$ cat config.mk
export PLATFORM = sky130hd
export DESIGN_NAME = stable_priority_queue_with_cancel
export DESIGN_NICKNAME = d
export VERILOG_FILES = /design/src/spq_pkg.sv /design/src/spq_ctrl.sv /design/src/spq_datapath.sv /design/src/stable_priority_queue_with_cancel.sv
export SDC_FILE = /design/constraint.sdc
export NUM_CORES = 1
export LEC_CHECK = 0
export BUFFER_PORTS_ARGS = -buffer_cell sky130_fd_sc_hd__buf_2
export CAP_MARGIN = 20
export CORE_ASPECT_RATIO = 0.6
export CORE_UTILIZATION = 35
export CTS_CLUSTER_SIZE = 30
export DETAILED_ROUTE_END_ITERATION = 12
export GPL_TIMING_DRIVEN = 1
export PLACE_DENSITY_LB_ADDON = 0.25
export SLEW_MARGIN = 10
export SYNTH_ARGS = -nofsm -noshare
export SYNTH_HDL_FRONTEND = slang
export SYNTH_SLANG_ARGS = --single-unit
$ cat constraint.sdc
create_clock -name clk -period 7.4 [get_ports clk]
set_input_delay 0.74 -clock clk [delete_from_list [all_inputs] [get_ports clk]]
set_output_delay 0.74 -clock clk [all_outputs]
set_load 0.02 [all_outputs]
$ cat src/spq_pkg.sv
package spq_pkg;

	// operation codes
	localparam logic [2:0] OP_ENQUEUE = 3'd0;
	localparam logic [2:0] OP_CANCEL  = 3'd1;
	localparam logic [2:0] OP_DROP    = 3'd2;
	localparam logic [2:0] OP_SERVE   = 3'd3;
	localparam logic [2:0] OP_RETURN  = 3'd4;

	// status codes
	localparam logic [2:0] ST_OK        = 3'd0;
	localparam logic [2:0] ST_EMPTY     = 3'd1;
	localparam logic [2:0] ST_NO_STOCK  = 3'd2;
	localparam logic [2:0] ST_NOT_FOUND = 3'd3;
	localparam logic [2:0] ST_FULL      = 3'd4;

	localparam int ID_W    = 16;
	localparam int PRIO_W  = 8;
	localparam int STOCK_W = 16;
	localparam int QCNT_W  = 5;

	// controller to datapath
	typedef struct packed {
		logic load;     // capture the incoming word
		logic compare;  // register per-slot compare flags
		logic update;   // commit slot moves, counters and result
	} spq_cmd_t;

endpackage

$ cat src/spq_ctrl.sv
module spq_ctrl (
	input  logic            clk,
	input  logic            arst_n,
	input  logic            start,
	output logic            busy,
	output spq_pkg::spq_cmd_t cmd
);
	import spq_pkg::*;

	typedef enum logic [2:0] {
		S_IDLE = 3'b001,
		S_CMP  = 3'b010,
		S_UPD  = 3'b100
	} state_t;

	state_t state_q, state_nxt;
	logic   accept;

	// only the compare cycle blocks a new word; the update cycle overlaps
	assign busy   = (state_q == S_CMP);
	assign accept = start && !busy;

	always_comb begin
		state_nxt = state_q;
		unique case (state_q)
			S_IDLE: if (start) state_nxt = S_CMP;
			S_CMP:  state_nxt = S_UPD;
			S_UPD:  state_nxt = start ? S_CMP : S_IDLE;
			default: state_nxt = S_IDLE;
		endcase
	end

	always_ff @(posedge clk or negedge arst_n) begin
		if (!arst_n) begin
			state_q <= S_IDLE;
		end else begin
			state_q <= state_nxt;
		end
	end

	assign cmd.load    = accept;
	assign cmd.compare = (state_q == S_CMP);
	assign cmd.update  = (state_q == S_UPD);

	a_cmp_then_upd: assert property (@(posedge clk) disable iff (!arst_n)
		cmd.compare |=> cmd.update)
		else $error("compare not followed by update");

	a_load_then_cmp: assert property (@(posedge clk) disable iff (!arst_n)
		cmd.load |=> cmd.compare)
		else $error("accepted word not compared");

	a_upd_after_cmp: assert property (@(posedge clk) disable iff (!arst_n)
		cmd.update |-> $past(cmd.compare))
		else $error("update without compare");

endmodule

$ cat src/spq_datapath.sv
module spq_datapath #(
	parameter int DEPTH = 16
) (
	input  logic                          clk,
	input  logic                          arst_n,
	input  spq_pkg::spq_cmd_t             cmd,
	input  logic [2:0]                    operation,
	input  logic [spq_pkg::ID_W-1:0]      requester_id,
	input  logic [spq_pkg::PRIO_W-1:0]    priority_req,
	input  logic                          cfg_we,
	input  logic [spq_pkg::STOCK_W-1:0]   cfg_wdata,
	output logic                          done,
	output logic [2:0]                    status,
	output logic [spq_pkg::ID_W-1:0]      served_id,
	output logic [spq_pkg::STOCK_W-1:0]   stock_left,
	output logic [spq_pkg::QCNT_W-1:0]    queue_count
);
	import spq_pkg::*;

	localparam int CW = $clog2(DEPTH + 1);

	// captured word
	logic [2:0]        op_q;
	logic [ID_W-1:0]   id_q;
	logic [PRIO_W-1:0] prio_q;

	// slot cells, slot 0 is the head; contents past cnt_q are junk
	logic [ID_W-1:0]   slot_id_q  [DEPTH];
	logic [PRIO_W-1:0] slot_pri_q [DEPTH];

	logic [CW-1:0]      cnt_q, cnt_nxt;
	logic [STOCK_W-1:0] stock_q, stock_nxt;

	logic [DEPTH-1:0] gt_q;     // valid slot with priority value above the new one
	logic [DEPTH-1:0] match_q;  // valid slot holding the cancel id
	logic [DEPTH-1:0] hit_mask; // first match and everything behind it
	logic [DEPTH-1:0] rm_mask;
	logic             found;

	logic              do_ins, do_rm;
	logic [2:0]        st_nxt;
	logic [ID_W-1:0]   served_nxt;

	logic              done_q;
	logic [2:0]        status_q;
	logic [ID_W-1:0]   served_q;
	logic [31:0]       cnt_ext;

	always_ff @(posedge clk) begin
		if (cmd.load) begin
			op_q   <= operation;
			id_q   <= requester_id;
			prio_q <= priority_req;
		end
	end

	always_ff @(posedge clk) begin
		if (cmd.compare) begin
			for (int k = 0; k < DEPTH; k++) begin
				gt_q[k]    <= (CW'(k) < cnt_q) && (slot_pri_q[k] > prio_q);
				match_q[k] <= (CW'(k) < cnt_q) && (slot_id_q[k] == id_q);
			end
		end
	end

	// x | -x sets the lowest set bit and all bits above it
	assign hit_mask = match_q | (~match_q + DEPTH'(1));
	assign found    = |match_q;

	always_comb begin
		do_ins     = 1'b0;
		do_rm      = 1'b0;
		rm_mask    = '1;
		st_nxt     = ST_OK;
		served_nxt = '0;
		stock_nxt  = stock_q;
		cnt_nxt    = cnt_q;
		unique case (op_q)
			OP_ENQUEUE: begin
				if (cnt_q == CW'(DEPTH)) begin
					st_nxt = ST_FULL;
				end else begin
					do_ins  = 1'b1;
					cnt_nxt = cnt_q + CW'(1);
				end
			end
			OP_CANCEL: begin
				if (cnt_q == '0) begin
					st_nxt = ST_EMPTY;
				end else if (!found) begin
					st_nxt = ST_NOT_FOUND;
				end else begin
					do_rm   = 1'b1;
					rm_mask = hit_mask;
					cnt_nxt = cnt_q - CW'(1);
				end
			end
			OP_DROP: begin
				if (cnt_q == '0) begin
					st_nxt = ST_EMPTY;
				end else begin
					do_rm      = 1'b1;
					served_nxt = slot_id_q[0];
					cnt_nxt    = cnt_q - CW'(1);
				end
			end
			OP_SERVE: begin
				if (cnt_q == '0) begin
					st_nxt = ST_EMPTY;
				end else if (stock_q == '0) begin
					st_nxt = ST_NO_STOCK;
				end else begin
					do_rm      = 1'b1;
					served_nxt = slot_id_q[0];
					stock_nxt  = stock_q - STOCK_W'(1);
					cnt_nxt    = cnt_q - CW'(1);
				end
			end
			OP_RETURN: begin
				if (stock_q != '1) stock_nxt = stock_q + STOCK_W'(1);
			end
			default: begin
			end
		endcase
	end

	// each cell picks from its neighbour, the new word, or holds
	for (genvar g = 0; g < DEPTH; g++) begin : g_cell
		logic              from_prev, from_next, take_new;
		logic [ID_W-1:0]   prev_id, next_id;
		logic [PRIO_W-1:0] prev_pri, next_pri;

		if (g > 0) begin : g_prev
			assign from_prev = gt_q[g-1];
			assign prev_id   = slot_id_q[g-1];
			assign prev_pri  = slot_pri_q[g-1];
		end else begin : g_noprev
			assign from_prev = 1'b0;
			assign prev_id   = '0;
			assign prev_pri  = '0;
		end

		if (g < DEPTH - 1) begin : g_next
			assign from_next = rm_mask[g];
			assign next_id   = slot_id_q[g+1];
			assign next_pri  = slot_pri_q[g+1];
		end else begin : g_nonext
			assign from_next = 1'b0;
			assign next_id   = '0;
			assign next_pri  = '0;
		end

		assign take_new = gt_q[g] || (CW'(g) == cnt_q);

		always_ff @(posedge clk) begin
			if (cmd.update) begin
				priority if (do_ins && from_prev) begin
					slot_id_q[g]  <= prev_id;
					slot_pri_q[g] <= prev_pri;
				end else if (do_ins && take_new) begin
					slot_id_q[g]  <= id_q;
					slot_pri_q[g] <= prio_q;
				end else if (do_rm && from_next) begin
					slot_id_q[g]  <= next_id;
					slot_pri_q[g] <= next_pri;
				end
			end
		end
	end

	always_ff @(posedge clk or negedge arst_n) begin
		if (!arst_n) begin
			cnt_q   <= '0;
			stock_q <= '0;
			done_q  <= 1'b0;
		end else begin
			done_q <= cmd.update;
			if (cmd.update) begin
				cnt_q   <= cnt_nxt;
				stock_q <= stock_nxt;
			end else if (cfg_we) begin
				stock_q <= cfg_wdata;
			end
		end
	end

	always_ff @(posedge clk) begin
		if (cmd.update) begin
			status_q <= st_nxt;
			served_q <= served_nxt;
		end
	end

	assign cnt_ext     = 32'(cnt_q);
	assign done        = done_q;
	assign status      = status_q;
	assign served_id   = served_q;
	assign stock_left  = stock_q;
	assign queue_count = cnt_ext[QCNT_W-1:0];

	a_cnt_bound: assert property (@(posedge clk) disable iff (!arst_n)
		cnt_q <= CW'(DEPTH))
		else $error("entry count beyond depth");

	a_full_at_depth: assert property (@(posedge clk) disable iff (!arst_n)
		(done_q && status_q == ST_FULL) |-> (cnt_q == CW'(DEPTH)))
		else $error("full reported below depth");

	a_served_ok: assert property (@(posedge clk) disable iff (!arst_n)
		(done_q && status_q != ST_OK) |-> (served_q == '0))
		else $error("served id on failed operation");

	// op_q may already hold the next word here, so look at the update cycle
	a_notfound_cancel: assert property (@(posedge clk) disable iff (!arst_n)
		(done_q && status_q == ST_NOT_FOUND) |-> ($past(op_q) == OP_CANCEL))
		else $error("not found outside cancel");

endmodule

$ cat src/stable_priority_queue_with_cancel.sv
// Stable priority queue of waiting requesters with a stock counter. Pulse
// start with operation, requester_id and priority_req while busy is low;
// the word is taken at that edge. Each word yields exactly one result word,
// shown for a single cycle with done high: status, served_id, stock_left and
// queue_count. The receiver cannot stall, so done must be sampled when it
// comes. After acceptance the parallel per-slot compares are registered, then
// every slot cell shifts at once and the result is registered; a new word may
// be accepted while the previous word shifts, but not during its compares.
// Lower priority values are served first; equal values keep arrival order.
// Writing cfg_we/cfg_wdata loads the stock count; do so only with the block
// idle. Slot contents have no reset; only the entry count, stock and done
// are cleared, stock to zero.
module stable_priority_queue_with_cancel #(
	parameter int QUEUE_DEPTH = 16   // 2 to 31 entries
) (
	input  logic                          clk,
	input  logic                          arst_n,
	// command word
	input  logic                          start,
	output logic                          busy,
	input  logic [2:0]                    operation,
	input  logic [spq_pkg::ID_W-1:0]      requester_id,
	input  logic [spq_pkg::PRIO_W-1:0]    priority_req,
	// stock register
	input  logic                          cfg_we,
	input  logic [spq_pkg::STOCK_W-1:0]   cfg_wdata,
	// result word
	output logic                          done,
	output logic [2:0]                    status,
	output logic [spq_pkg::ID_W-1:0]      served_id,
	output logic [spq_pkg::STOCK_W-1:0]   stock_left,
	output logic [spq_pkg::QCNT_W-1:0]    queue_count
);
	import spq_pkg::*;

	spq_cmd_t cmd;

	// sequencer: idle -> compare -> update, update overlapping the next load
	spq_ctrl u_ctrl (
		.clk    (clk),
		.arst_n (arst_n),
		.start  (start),
		.busy   (busy),
		.cmd    (cmd)
	);

	// slot cells, counters and result registers
	spq_datapath #(
		.DEPTH (QUEUE_DEPTH)
	) u_dp (
		.clk          (clk),
		.arst_n       (arst_n),
		.cmd          (cmd),
		.operation    (operation),
		.requester_id (requester_id),
		.priority_req (priority_req),
		.cfg_we       (cfg_we),
		.cfg_wdata    (cfg_wdata),
		.done         (done),
		.status       (status),
		.served_id    (served_id),
		.stock_left   (stock_left),
		.queue_count  (queue_count)
	);

endmodule

==> results.ini <==
[synthesis]
synthSimpleGateAreaFrac_pct = 8.64
synth_xor_area_share_pct = 7.55
ys_ff_latch = 487
synth_fa_ha_area_share_pct = 5.91
muxShareOfSynthArea_pct = 19.1
netlist_instances = 2629
synth_top_family_by_area = multiplexers
ys_seq_area_share_pct = 46.1
yosys_warnings = 0
synth_edf_count = 462
synth.avg_cell_area_sq_um = 12.0
synth-compound-area-share_pct = 9.09
ys.flop_type = edfxtp_1
synth-async-reset-ratio_pct = 5.13
synthDistinctLibCells = 88
syn_area_sq_um = 31400
synth_nets = 2824

[min_path]
hold_path_class = input port to asynchronous set/reset pin

[timing]
slew_headroom_pct = 21.6
rsz0062_at_grt = no
tightest_slew_ps = 1170
fin_worst_skew_ps = 16.9
finalCritPeriodShare_pct = 59.1
fin_setup_tns_ps = 0
setup_viol = 0
setup_slack_ps = 3030
fin_crit_ps = 4370
slew_viol_final = 0
hold_ws_ps = 129
max_freq_ghz = 0.229
hold_viol = 0

[detailed_routing]
drt-wirelength-per-cell_um = 25.1
routed_wl_um = 96700
drc = 0
viasPerCell = 5.76
drtPass1Iterations = 6
vias = 22200
first_iter_violations = 2338
ant_nets = 0

[power]
p_total_mw = 7.31
seq_power_share_pct = 44.9
combPwrFrac_pct = 20.2
power_density_nw_per_um2 = 210
clkPwrFrac_pct = 34.9
intPower_mw = 5.00
leakage_nw = 12.4
swShare_pct = 31.6
peakVddDrop_mv = 0.165
p_sw_mw = 2.31

[place]
numPortBuffers = 88
place_ws_ps = 2920
hpwl_um = 70800
gp_congestion = 0.941

[layout]
seq_area_sq_um = 14500
area_growth_syn_to_layout_pct = 10.5
multi_input_area_sq_um = 16000
final_layout_size_suffix_gt1_share_pct = 23.6
nets = 2854
final_util_pct = 39.3
layout.cells.most_common_list = edfxtp_1 (462), mux2_2 (286), a21oi_1 (195)
final_common_cell = edfxtp_1
fillers = 8504

[critical_path]
r2r_cells = 9
worstPathCellList = inv_1 > ha_1 > or4b_1 > nand3b_1 > a31oi_2 > buf_4 > o21a_1 > nor2_2 > o21ai_4
slowest_delay_ps = 970
path_class = flip-flop to flip-flop
cp.required_ps = 7660
critPathSlowestCell = nor2_2
critPathCaptureType = flip-flop
start_kind = flip-flop
cp_max_fo = 26
arrival_ps = 4630

[clock_tree]
postCtsHoldBufs = 0
cts.path.max_buffers = 3
root_buffer = clkbuf_16
cts_sinks = 487
cts_resized = 0
cts_buffers = 52
clkTransAtPathRegs_ps = 70
clock_latency_ps = 630
cts_setup_buffers = 0
cts_max_level = 2
tritoncts = built

[floorplanning]
num_rows = 84
die-area_sq_um = 91100
io_pins = 89
die-width_um = 389
coreArea_sq_um = 88300
die_h_um = 234
initial_core_util_pct = 35.6

[global_route]
track_usage_pct = 21.0
grt_pass1_vias = 22200
overflow = 0
grt_pass1_wl_um = 145000
antenna_found_initial = 2
grt_max_degree = 50

[status]
run_status = finished, final reports clean

[run]
cap_viol_max_count = 0

-- registers in the layout, summed over array words and instances (netlist names), 5 cells and up --
signal,count
u_dp.stock_left,16
u_dp.id_q,16
u_dp.slot_id_q,256
u_dp.served_id,16
u_dp.prio_q,8
u_dp.match_q,16
u_dp.queue_count,5
u_dp.gt_q,16
u_dp.slot_pri_q,128
-- synth_stat cells (6+ instances only) --
master | number | area [sq um]
o21ai_0 | 69 | 345
and2_1 | 21 | 131
nor3b_1 | 15 | 113
ha_1 | 147 | 1840
nor2_1 | 153 | 574
a21oi_1 | 204 | 1020
edfxtp_1 | 462 | 13900
mux2_2 | 286 | 3220
a21o_1 | 69 | 518
a22o_1 | 23 | 201
nand2b_1 | 13 | 81.3
buf_6 | 9 | 101
clkbuf_1 | 94 | 353
nand2_1 | 69 | 259
nor2b_1 | 24 | 150
o21ai_1 | 26 | 130
mux2_4 | 57 | 856
nand3_1 | 22 | 110
inv_1 | 39 | 146
o211a_1 | 6 | 60.1
nor4_1 | 50 | 313
buf_1 | 18 | 67.6
mux2i_1 | 164 | 1640
buf_4 | 21 | 158
a31oi_1 | 7 | 43.8
nor3_2 | 6 | 60.1
xnor2_1 | 102 | 893
o21a_1 | 10 | 75.1
and4_1 | 6 | 52.6
nor3_1 | 22 | 110
dfrtp_1 | 24 | 601
nand4_1 | 57 | 357
mux2_1 | 26 | 293
buf_2 | 42 | 210
xor2_1 | 169 | 1480
-- through the flow --
| step | cells | instance area [sq um] |
|---|---|---|
| after floorplan | 2629 | 31400 |
| after global placement | 3765 | 33100 |
| after detailed placement | 3765 | 33100 |
| after CTS | 3859 | 34700 |
| after global routing | 3860 | 34700 |
| final | 3861 | 34700 |
-- metal layers --
metal / wire (um) / vias to the layer above / share of wire, % / GRT usage (%)
met1: 49000 / 11300 / 51 / 33.6
met5: 13 / - / 0.013 / 0
met4: 1510 / 2 / 1.6 / 4.12
met2: 37300 / 906 / 39 / 28.3
li1: - / 9904 / - / -
met3: 8940 / 124 / 9.2 / 4.62
-- path summary, 6_finish.rpt --
check,from,endpoint,slack [ps]
setup / recovery,u_dp.queue_count[1],u_dp.slot_id_q[1][6],3030
max in group asynchronous,arst_n,u_dp.stock_left[14],6830
setup reg to reg,u_dp.queue_count[1],u_dp.slot_id_q[1][6],3030
min in group clk,requester_id[4],u_dp.id_q[4],280
hold reg to reg,u_ctrl.state_q[1],u_ctrl.state_q[1],480
hold / removal,arst_n,u_dp.stock_left[0],130
-- worst max-delay path, delay by kind of cell (launching register included) --
family                     cells  cell delay [ps]
and+or+nand+nor                3             1660
AOI/OAI and AO/OA              3             1030
DFF                            1              510
buffers and inverters          2              440
adders and majority gates      1              350
-- kinds of logic (layout without fill, tap and decap cells) --
logic type,after synthesis,after routing
muxes,533,533
xor gates and xnor gates,271,271
AOI/OAI and AO/OA,461,461
and+or+nand+nor,501,501
other,0,1
buffers and inverters,228,298
adders and majority gates,148,148
DFF,487,487
-- cell type report --
type | count | share of cell area [%]
multi-input combinational | 1914 | 46.2
sequential | 487 | 41.8
tap | 1161 | 4.18
clock buffer | 64 | 3.88
timing repair buffer | 164 | 2.91
clock inverter | 30 | 0.645
inverter | 40 | 0.432
antenna | 1 | 0.00721
-- power groups by stage --
stage / sequential, mW / combinational, mW / clock, mW
5_1_grt: 3.29 / 1.58 / 2.71
3_5_place_dp: 3.33 / 1.44 / 0
4_1_cts: 3.28 / 1.45 / 2.60
6_report: 3.28 / 1.47 / 2.55
3_3_place_gp: 3.33 / 1.40 / 0
2_1_floorplan: 3.32 / 0.919 / 0
Note: power is estimated with default switching activity, not from simulation.
